==> src/rtl/nuga_pkg.sv <==
// Shared constants, codes and types of the nearest-neighbour upsample gradient accumulator.
// Used by nuga_div, nuga_store and nearest_upsample_grad_accumulate; depends on nothing.
package nuga_pkg;

  localparam int unsigned PLANES      = 4;
  localparam int unsigned MAX_IN_H    = 32;
  localparam int unsigned MAX_IN_W    = 32;
  localparam int unsigned MAX_OUT_DIM = 128;

  localparam int unsigned STORE_DEPTH = PLANES * MAX_IN_H * MAX_IN_W;
  localparam int unsigned ADDR_W      = $clog2(STORE_DEPTH);
  localparam int unsigned DATA_W      = 32;
  localparam int unsigned ENTRY_W     = DATA_W + 1;

  localparam int unsigned PLANE_W    = 2;
  localparam int unsigned POS_W      = 7;
  localparam int unsigned SMALL_W    = 6;
  localparam int unsigned BIG_W      = 8;
  localparam int unsigned CFG_IDX_W  = 2;
  localparam int unsigned CFG_DATA_W = 8;

  localparam int unsigned MAX_IN = (MAX_IN_H > MAX_IN_W) ? MAX_IN_H : MAX_IN_W;
  localparam int unsigned QUOT_W = (MAX_IN > 1) ? $clog2(MAX_IN) : 1;
  localparam int unsigned STEP_W = (QUOT_W > 1) ? $clog2(QUOT_W) : 1;
  localparam int unsigned NUM_W  = POS_W + SMALL_W;

  typedef enum logic [CFG_IDX_W-1:0] {
    CFG_IN_HEIGHT,
    CFG_IN_WIDTH,
    CFG_OUT_HEIGHT,
    CFG_OUT_WIDTH
  } nuga_cfg_e;

  typedef enum logic {
    OP_ACCUMULATE,
    OP_READ
  } nuga_op_e;

  typedef enum logic [2:0] {
    ST_IDLE,
    ST_ROW_DIV,
    ST_COL_DIV,
    ST_UPDATE,
    ST_RESPOND
  } nuga_state_e;

  typedef struct packed {
    logic             start;
    logic [NUM_W-1:0] num;
    logic [BIG_W-1:0] den;
  } nuga_div_req_t;

  typedef struct packed {
    logic               rd_en;
    logic               wr_en;
    logic [ADDR_W-1:0]  addr;
    logic [ENTRY_W-1:0] wdata;
  } nuga_mem_req_t;

endpackage

==> src/rtl/nuga_div.sv <==
// Shared restoring divider: one quotient bit per cycle, for quotients below MAX_IN.
// Depends on nuga_pkg.
module nuga_div
  import nuga_pkg::*;
(
  input  logic                clk_i,
  input  logic                rst_ni,
  input  nuga_div_req_t       req_i,
  output logic                done_o,
  output logic [QUOT_W-1:0]   quot_o
);

  logic [NUM_W-1:0]        rem_q, rem_d;
  logic [BIG_W-1:0]        den_q, den_d;
  logic [QUOT_W-1:0]       quot_q, quot_d;
  logic [STEP_W-1:0]       step_q, step_d;
  logic                    run_q, run_d;
  logic                    done_q, done_d;
  logic [NUM_W+QUOT_W-1:0] trial;

  always_comb begin
    rem_d  = rem_q;
    den_d  = den_q;
    quot_d = quot_q;
    step_d = step_q;
    run_d  = run_q;
    done_d = 1'b0;
    trial  = (NUM_W + QUOT_W)'(den_q) << step_q;
    if (req_i.start) begin
      rem_d  = req_i.num;
      den_d  = req_i.den;
      quot_d = '0;
      step_d = STEP_W'(QUOT_W - 1);
      run_d  = 1'b1;
    end else if (run_q) begin
      if ((NUM_W + QUOT_W)'(rem_q) >= trial) begin
        rem_d          = rem_q - NUM_W'(trial);
        quot_d[step_q] = 1'b1;
      end
      if (step_q == '0) begin
        run_d  = 1'b0;
        done_d = 1'b1;
      end else begin
        step_d = step_q - 1'b1;
      end
    end
  end

  always_ff @(posedge clk_i or negedge rst_ni) begin
    if (!rst_ni) begin
      run_q  <= 1'b0;
      done_q <= 1'b0;
    end else begin
      run_q  <= run_d;
      done_q <= done_d;
    end
  end

  always_ff @(posedge clk_i) begin
    rem_q  <= rem_d;
    den_q  <= den_d;
    quot_q <= quot_d;
    step_q <= step_d;
  end

  assign done_o = done_q;
  assign quot_o = quot_q;

endmodule

==> config.mk <==
export PLATFORM = sky130hd
export DESIGN_NAME = nuga_div
export DESIGN_NICKNAME = d
export VERILOG_FILES = /design/src/rtl/nuga_pkg.sv /design/src/rtl/nuga_div.sv
export SDC_FILE = /design/constraint.sdc
export NUM_CORES = 1
export LEC_CHECK = 0
export ABC_CLOCK_PERIOD_IN_PS = 3960
export BUFFER_PORTS_ARGS = -buffer_cell sky130_fd_sc_hd__buf_2
export CAP_MARGIN = 10
export CORE_ASPECT_RATIO = 0.9
export CORE_MARGIN = 10
export CORE_UTILIZATION = 48
export DETAILED_ROUTE_END_ITERATION = 6
export PLACE_DENSITY = 0.79
export SYNTH_ARGS = -nofsm -noshare
export SYNTH_HDL_FRONTEND = slang
export SYNTH_SLANG_ARGS = --single-unit
==> constraint.sdc <==
create_clock -name clk_i -period 3.96 [get_ports clk_i]
set_clock_uncertainty 0.1 [all_clocks]
set_input_delay 0.396 -clock clk_i [delete_from_list [all_inputs] [get_ports clk_i]]
set_output_delay 0.396 -clock clk_i [all_outputs]
set_load 0.1 [all_outputs]
==> results of run 1 <==
-- final cells by class --
| cell class | instances | area share, % |
|---|---|---|
| Sequential cell | 31 | 34.29 |
| Multi-Input combinational cell | 178 | 49.90 |
| Tap cell | 62 | 3.163 |
| Clock inverter | 1 | 0.2041 |
| Clock buffer | 7 | 3.520 |
| Inverter | 13 | 1.990 |
| Timing Repair Buffer | 32 | 6.939 |
-- cell families after synthesis --
kind of cell             count (synthesis)  share of synthesized area, %
XOR/XNOR                                 4                         1.620
multiplexers                            12                         5.726
AND/OR/NAND/NOR                         83                         19.43
adder cells (fa/ha/maj)                 16                         9.601
AO/OA/AOI/OAI                           63                         20.19
flip-flops                              31                         38.87
buffers and inverters                   24                         4.568
-- synth_stat cells (all sizes together), types with 2 or more instances --
cell and number:
a211o 2, a211oi 3, a21boi 2, a21o 2, a21oi 13, a311oi 3, a41o 2, buf 3
clkbuf 8, dfrtp 2, dfxtp 8, edfxtp 21, ha 15, inv 13, mux2 3, mux2i 9
nand2 21, nand2b 6, nand3 8, nor2 19, nor2b 8, nor3 4, nor3b 4, nor4b 2
o211ai 2, o21a 3, o21ai 14, o22ai 2, o31ai 4, o32ai 2, or2 3, or3 2
xnor2 2, xor2 2
-- metrics by stage --
stage / worst slack, ns / instances / hold WS [ns] / instance area [µm²]
floorplan: 0.6602 / 233 / 0.0004089 / 2163
global placement: 0.4207 / 315 / 0.07996 / 2351
detailed placement: 0.3085 / 315 / 0.08229 / 2351
CTS: 0.2754 / 324 / 0.1770 / 2452
global route: 0.03607 / 324 / 0.1659 / 2452
finish: 0.2622 / 324 / 0.1835 / 2452
-- routing by layer --
metal  up-vias  part of all wire (%)  GRT usage, %  routed length, µm
met5         -                     0             0                  0
met4         0                   2.0         6.503                102
met3         7                   5.4         3.867                275
met2        52                    49         22.53               2481
met1       883                    44         15.45               2253
li1        920                     -             -                  -
-- worst max-delay path, cell delays in order, from the launching register on --
cell      delay (ns)
dfxtp_1         0.64
mux2_2          0.42
mux2i_1         0.18
nor2_1          0.06
a21oi_1         0.12
ha_1            0.33
a211oi_2        0.22
nor2_1          0.11
o41a_1          0.44
or2_1           0.28
a31o_1          0.33
buf_4           0.22
-- final timing paths --
path / start / to / cells past startpoint
max: step_q[0] / rem_q[7] / 11
min reg2reg: quot_o[0] / quot_o[0] / 2
max reg2reg: step_q[0] / rem_q[7] / 11
max in group asynchronous: rst_ni / done_o / 2
min in group asynchronous: rst_ni / run_q / 2
min: req_i[7] / den_q[7] / 1
-- flip-flops by register name (all words and copies together) (netlist names) --
name / cells
rem_q: 13
den_q: 8
quot_o: 5
step_q: 3
done_o: 1
run_q: 1
==> flow_summary.yaml, run 1 <==
die:
  dieArea_um2: 7596
  fp.dieW_um: 90.77
  start_util_pct: 49.13
  rows: 23
  io_pins: 30
  core_um2: 4403
  die_h_um: 83.69
synthesis:
  syn-instance-count: 233
  ys_ff_latch: 31
  syn_area_per_cell_um2: 9.285
  ys_types: 55
  syn-num-nets: 273
  syn_area_um2: 2163
  synth_enable_flop_cells: 21
  synth_top_area_share_pct: 29.15
  synth_top_area_cell: "edfxtp_1"
  synth_top_flop_cell: "edfxtp_1"
  yosysSeqAreaShare_pct: 38.87
  yosysWarningCount: 0
  synth_area_leaders: "edfxtp_1, ha_1, dfxtp_1"
  async_flop_share_pct: 6.452
critical_path:
  cp.arrival_ns: 3.63
  cp-end-kind: "flop"
  cp-start-kind: "flop"
  path_max_fanout: 13
  required_ns: 3.89
  r2r_slack_ns: 0.26
  path_class: "flop to flop"
sta:
  period_share_pct: 93.38
  setup_viol: 0
  hold_viol: 0
  rsz0062_at_grt: "no"
  fin_setup_tns_ns: 0
  tightest_slew_ns: 0.8542
  relSlewSlack_pct: 43.05
  layout_min_cycle_time_ns: 3.698
  slew_violations: 0
  max_freq_mhz: 270.4
grt:
  grt_pass1_wl_um: 8418
  grt_pass1_vias: 1818
  overflow: 0
  antenna_found_initial: 0
  grt_max_degree: 54
  grt_usage_pct: 13.50
finish:
  finalCoreUtilization_pct: 55.70
  nets: 301
  fill_cells: 409
  num_antenna_cells: 0
  drive_gt1_share_pct: 17.56
  mostFrequentLayoutCells: "buf_2, nand2_1, edfxtp_1, nor2_1, ha_1"
  seqCellArea_um2: 840.8
  multiInputGateArea_um2: 1224
  final_common_cell: "buf_2"
  syn2layout_area_growth_pct: 13.36
route:
  first_pass_iters: 4
  viasPerCell: 5.747
  drt.antenna.violating_nets: 0
  drt_iter0_markers: 169
  wl_um: 5113
  vias: 1862
  post_drt_wl_per_cell_um: 15.78
  drc: 0
clock_network:
  cts.sinks: 31
  numCtsBuffers: 5
  clk_pin_slew_ns: 0.07
  cts_tree: "yes"
  clk_path_buf_depth: 2
  clk_latency_ns: 0.28
  h-tree-depth: 2
  ctsHoldBuffers: 1
  cts_setup_buffers: 0
  ctsRootBufferMaster: "clkbuf_8"
  cts-resized-gates: 0
placement:
  gp_congestion: 0.9041
  place.detailed.hpwl_um: 3901
  io_buffer_count: 29
outcome:
  outcome: "completed"
flow_run:
  maxCapViolCount: 0
hold_path:
  hold_path.class: "input pin to flop"
Power of run 1 is left out: the tool's default activity adds up to more than one toggle a clock period on the data nets, which glitch-free logic cannot reach.
==> run 2: changes to the inputs <==
--- a/config.mk
+++ b/config.mk
@@ -12,6 +12,7 @@
 export CORE_MARGIN = 10
 export CORE_UTILIZATION = 48
 export DETAILED_ROUTE_END_ITERATION = 6
+export MAX_ROUTING_LAYER = met4
 export PLACE_DENSITY = 0.79
 export SYNTH_ARGS = -nofsm -noshare
 export SYNTH_HDL_FRONTEND = slang
==> run 2 against run 1 <==
Net effect:
- critical path type unchanged
- sequential share of layout area unchanged
- final cell count unchanged
- routed wire length increased by 0.18%
- sequential cell count unchanged
- clock-buffer cell count unchanged
- non-clock buffer count unchanged
- critical endpoint unchanged
- global-route usage increased by 0.37 points
==> flow_summary.yaml, run 2 (same netlist as run 1, synthesis figures left out) <==
outcome:
  outcome: "completed"
clock_network:
  clk_path_buf_depth: 2
  clk_pin_slew_ns: 0.07
  ctsRootBufferMaster: "clkbuf_8"
  cts.sinks: 31
  numCtsBuffers: 5
  cts_tree: "yes"
  clk_latency_ns: 0.28
  h-tree-depth: 2
grt:
  grt_max_degree: 54
  antenna_found_initial: 0
  overflow: 0
  grt_usage_pct: 13.87
  grt_pass1_vias: 1821
  grt_pass1_wl_um: 8424
route:
  post_drt_wl_per_cell_um: 15.81
  drc: 0
  drt_iter0_markers: 176
  drt.antenna.violating_nets: 0
  vias: 1851
  wl_um: 5122
  first_pass_iters: 4
  viasPerCell: 5.713
die:
  dieArea_um2: 7596
  rows: 23
  core_um2: 4403
  start_util_pct: 49.13
  die_h_um: 83.69
  io_pins: 30
  fp.dieW_um: 90.77
placement:
  io_buffer_count: 29
  place.detailed.hpwl_um: 3901
  gp_congestion: 0.9196
  post-place-cells: 315
critical_path:
  required_ns: 3.90
  critPathBufInv: 1
  cp_top_family: "compound AO/OA/AOI/OAI gates"
  slowest_stage: "dfxtp_1"
  cp-start-kind: "flop"
  ff2ff_path_depth: 11
  cp-end-kind: "flop"
  path_max_fanout: 13
  cp.arrival_ns: 3.64
  crit_top_cell: "nor2_1"
  slowest_delay_ns: 0.65
  rr_startpoint: "step_q[0]"
  r2r_slack_ns: 0.26
  crit_path_cell_trace: "mux2_2 > mux2i_1 > nor2_1 > a21oi_1 > ha_1 > a211oi_2 > nor2_1 > o41a_1 > or2_1 > a31o_1 > buf_4"
  crit_start: "step_q[0]"
  reg2reg_to: "rem_q[7]"
  path_class: "flop to flop"
sta:
  tightest_slew_ns: 0.8511
  hold_viol: 0
  max_freq_mhz: 270.1
  slew_violations: 0
  fin_setup_tns_ns: 0
  period_share_pct: 93.50
  setup_viol: 0
  layout_min_cycle_time_ns: 3.703
  relSlewSlack_pct: 43.26
  rsz0062_at_grt: "no"
  hold_ws_ns: 0.1851
finish:
  largest_reg_flops: 13
  syn2layout_area_growth_pct: 13.36
  nets: 301
  mostFrequentLayoutCells: "buf_2, nand2_1, edfxtp_1, nor2_1, ha_1"
  final_common_cell: "buf_2"
  num_antenna_cells: 0
  final_cells: 324
  drive_gt1_share_pct: 17.56
  regMostFlops: "rem_q"
hold_path:
  hp-start: "req_i[5]"
  whs_path_depth: 1
  worstHoldEndpoint: "den_q[5]"
  hold_path.class: "input pin to flop"
flow_run:
  maxCapViolCount: 0
==> run 2: worst register-to-register path, delay by kind of cell (launching register included) <==
kind	cells	cell delay, ns
AO/OA/AOI/OAI	4	1.11
flip-flops	1	0.65
multiplexers	2	0.61
AND/OR/NAND/NOR	3	0.45
adder cells (fa/ha/maj)	1	0.33
buffers and inverters	1	0.22
==> run 2: what timing repair did <==
item                      in CTS  in global routing
setup buffers                  0                  0
hold buffers                   1                  0
hold endpoints to repair       2                  0
resized for setup              0                  0
==> run 2: final cells by class <==
class / instances / area (µm²)
clock inverter: 1 / 5.005
fill: 409 / 1951
timing repair buffer: 32 / 170.2
tap: 62 / 77.57
sequential: 31 / 840.8
clock buffer: 7 / 86.33
inverter: 13 / 48.80
multi-input combinational: 178 / 1224
==> run 2: worst max-delay path by stage <==
stage	cells past startpoint	slack, ns	endpoint
CTS	11	0.28	rem_q[2]
floorplan	13	0.66	rem_q[0]
detailed placement	11	0.31	rem_q[7]
finish	11	0.26	rem_q[7]
global placement	11	0.42	rem_q[6]
global route	11	0.04	rem_q[7]
==> run 2: metal layers <==
layer | wire [µm] | up-vias | global-route usage, %
li1 | - | 921 | -
met5 | 0 | - | -
met2 | 2498 | 45 | 22.66
met4 | 102 | 0 | 6.503
met1 | 2270 | 878 | 15.40
met3 | 250 | 7 | 3.777
==> run 2: metrics by stage <==
step                cell area (µm²)  worst slack, ns  utilization, %
floorplan                      2163           0.6602               -
global placement               2351           0.4207           53.40
detailed placement             2351           0.3085           53.40
CTS                            2452           0.2754           55.70
global route                   2452          0.03607           55.70
finish                         2452           0.2575           55.70
Power of run 2 is left out for the same reason.
==> run 3: changes to the inputs <==
--- a/config.mk
+++ b/config.mk
@@ -5,7 +5,8 @@
 export SDC_FILE = /design/constraint.sdc
 export NUM_CORES = 1
 export LEC_CHECK = 0
-export ABC_CLOCK_PERIOD_IN_PS = 3960
+export ABC_AREA = 1
+export ABC_CLOCK_PERIOD_IN_PS = 3990
 export BUFFER_PORTS_ARGS = -buffer_cell sky130_fd_sc_hd__buf_2
 export CAP_MARGIN = 10
 export CORE_ASPECT_RATIO = 0.9
@@ -13,7 +14,7 @@
 export CORE_UTILIZATION = 48
 export DETAILED_ROUTE_END_ITERATION = 6
 export MAX_ROUTING_LAYER = met4
-export PLACE_DENSITY = 0.79
+export PLACE_DENSITY = 0.78
 export SYNTH_ARGS = -nofsm -noshare
 export SYNTH_HDL_FRONTEND = slang
 export SYNTH_SLANG_ARGS = --single-unit
==> constraint.sdc (replaced) <==
create_clock -name clk_i -period 3.99 [get_ports clk_i]
set_clock_uncertainty 0.1 [all_clocks]
set_input_delay 0.399 -clock clk_i [delete_from_list [all_inputs] [get_ports clk_i]]
set_output_delay 0.399 -clock clk_i [all_outputs]
set_load 0.1 [all_outputs]
==> run 3 against run 2 <==
Net effect:
- cell area increased by 2.0%
- global-route usage increased by 0.21 points
- final cell count increased by 20%
- worst hold slack got worse by 0.0070 ns
- critical endpoint is now rem_q[0]
- routed wire length increased by 1.7%
- fmax increased by 4.8%
- via count increased by 6.2%
- critical path depth increased by 5
- area after synthesis increased by 2.0%
- first-iteration DRC count decreased by 2.3%
==> flow_summary.yaml, run 3 <==
route:
  drt_iter0_markers: 172
  wl_um: 5207
  viasPerCell: 5.038
  drc: 0
  first_pass_iters: 4
  post_drt_wl_per_cell_um: 13.35
  drt.antenna.violating_nets: 0
  vias: 1965
die:
  fp.dieW_um: 91.46
  die_h_um: 84.31
  start_util_pct: 49.45
  dieArea_um2: 7711
  rows: 23
  core_um2: 4461
  io_pins: 30
synthesis:
  syn-num-nets: 340
  syn-instance-count: 300
  syn_area_um2: 2206
  yosysSeqAreaShare_pct: 38.12
  syn_area_per_cell_um2: 7.353
  synth_commonest_cells: "nand2_1, inv_1, nor2_1"
  async_flop_share_pct: 6.452
  synth_top_area_cell: "edfxtp_1"
  yosysWarningCount: 0
  synth_enable_flop_cells: 21
  synth_most_common_cell: "nand2_1"
  synth_top_area_share_pct: 28.59
  ys_types: 30
  synth_top_flop_cell: "edfxtp_1"
  ys_ff_latch: 31
  synth_area_leaders: "edfxtp_1, nand2_1, ha_1"
finish:
  fill_cells: 415
  final_common_cell: "nand2_1"
  nets: 367
  seqCellArea_um2: 840.8
  mostFrequentLayoutCells: "nand2_1, inv_1, buf_2, nor2_1, o21ai_0"
  largest_reg_flops: 13
  final_cells: 390
  syn2layout_area_growth_pct: 13.44
  multiInputGateArea_um2: 1170
  drive_gt1_share_pct: 14.63
  num_antenna_cells: 0
  finalCoreUtilization_pct: 56.10
  regMostFlops: "rem_q"
clock_network:
  clk_pin_slew_ns: 0.07
  clk_latency_ns: 0.29
  cts.sinks: 31
  numCtsBuffers: 5
  ctsRootBufferMaster: "clkbuf_8"
  h-tree-depth: 2
  cts-resized-gates: 0
  cts_tree: "yes"
  clk_path_buf_depth: 2
  cts_setup_buffers: 0
  ctsHoldBuffers: 1
sta:
  max_freq_mhz: 283.1
  tightest_slew_ns: 0.6311
  period_share_pct: 88.54
  relSlewSlack_pct: 57.83
  hold_ws_ns: 0.1781
  setup_viol: 0
  fin_setup_tns_ns: 0
  hold_viol: 0
  slew_violations: 0
  rsz0062_at_grt: "no"
  layout_min_cycle_time_ns: 3.533
critical_path:
  cp.arrival_ns: 3.32
  required_ns: 3.78
  cp-start-kind: "flop"
  crit_start: "step_q[0]"
  rr_startpoint: "step_q[0]"
  cp-end-kind: "flop"
  path_max_fanout: 14
  path_class: "flop to flop"
grt:
  antenna_found_initial: 0
  overflow: 0
  grt_max_degree: 34
  grt_usage_pct: 14.08
  grt_pass1_wl_um: 8666
  grt_pass1_vias: 1842
placement:
  post-place-cells: 381
  io_buffer_count: 29
  gp_congestion: 0.9568
  place.detailed.hpwl_um: 4020
flow_run:
  maxCapViolCount: 0
outcome:
  outcome: "completed"
hold_path:
  hp-start: "req_i[4]"
  hold_path.class: "input pin to flop"
==> run 3: cell count changes after synthesis, moves of 4 or more <==
cell and delta:
a21oi_1 +7, buf_2 +5, clkbuf_1 -5, inv_1 +26, mux2i_1 -9, nand2_1 +64, nand2b_1 -6, nand3_1 +9
nor2_1 +6, nor2b_1 -8, nor3b_1 -4, o21ai_0 +8, o21bai_1 +4
==> run 3: final timing paths <==
check / to / slack (ns) / cells past startpoint
worst max-delay path: rem_q[0] / 0.46 / 16
worst min-delay path: den_q[4] / 0.18 / 1
worst max register to register: rem_q[0] / 0.46 / 16
worst min register to register: quot_o[0] / 0.35 / 2
max in group asynchronous: run_q / 3.38 / 2
min in group asynchronous: done_o / 0.31 / 2
==> run 3: kinds of logic after synthesis <==
family / Yosys count / share of synthesized area, %
AND/OR/NAND/NOR: 142 / 27.57
AO/OA/AOI/OAI: 57 / 14.07
buffers and inverters: 49 / 8.849
flip-flops: 31 / 38.12
adder cells (fa/ha/maj): 16 / 9.416
XOR/XNOR: 5 / 1.986
==> run 3: stage by stage <==
stage	area, µm²	worst slack (ns)
after global placement	2380	0.6673
after detailed placement	2380	0.4930
after CTS	2502	0.4703
final	2502	0.4573
after floorplan	2206	1.338
after global routing	2502	0.05510
==> run 3: worst max-delay path, cell delays in order, from the launching register on <==
cell     delay [ns]
dfxtp_1        0.57
inv_1          0.29
or2_2          0.33
o21ai_0        0.14
nand2_1        0.12
nand2_1        0.07
nand2_1        0.04
o21ai_0        0.09
ha_1           0.31
nand2_1        0.08
nand2_1        0.06
a21oi_1        0.16
nand3_2        0.12
nand2_2        0.09
nand3_4        0.09
nand2_1        0.07
nand2_1        0.37
==> run 3: layout make-up <==
cell class	count	share of cell area, %
repair buffers	30	6.200
clock buffers	7	4.300
inverters	39	5.850
well taps	62	3.100
multi-input cells	220	46.75
flip-flops and latches	31	33.60
clock inverters	1	0.2000
==> run 3: routing by layer <==
metal / GRT usage (%) / routed length [µm] / vias up
li1: - / - / 1039
met1: 19.06 / 2636 / 868
met2: 20.27 / 2230 / 53
met4: 4.267 / 66 / 0
met3: 3.203 / 274 / 5
met5: - / 0 / -
Power of run 3 is left out for the same reason.
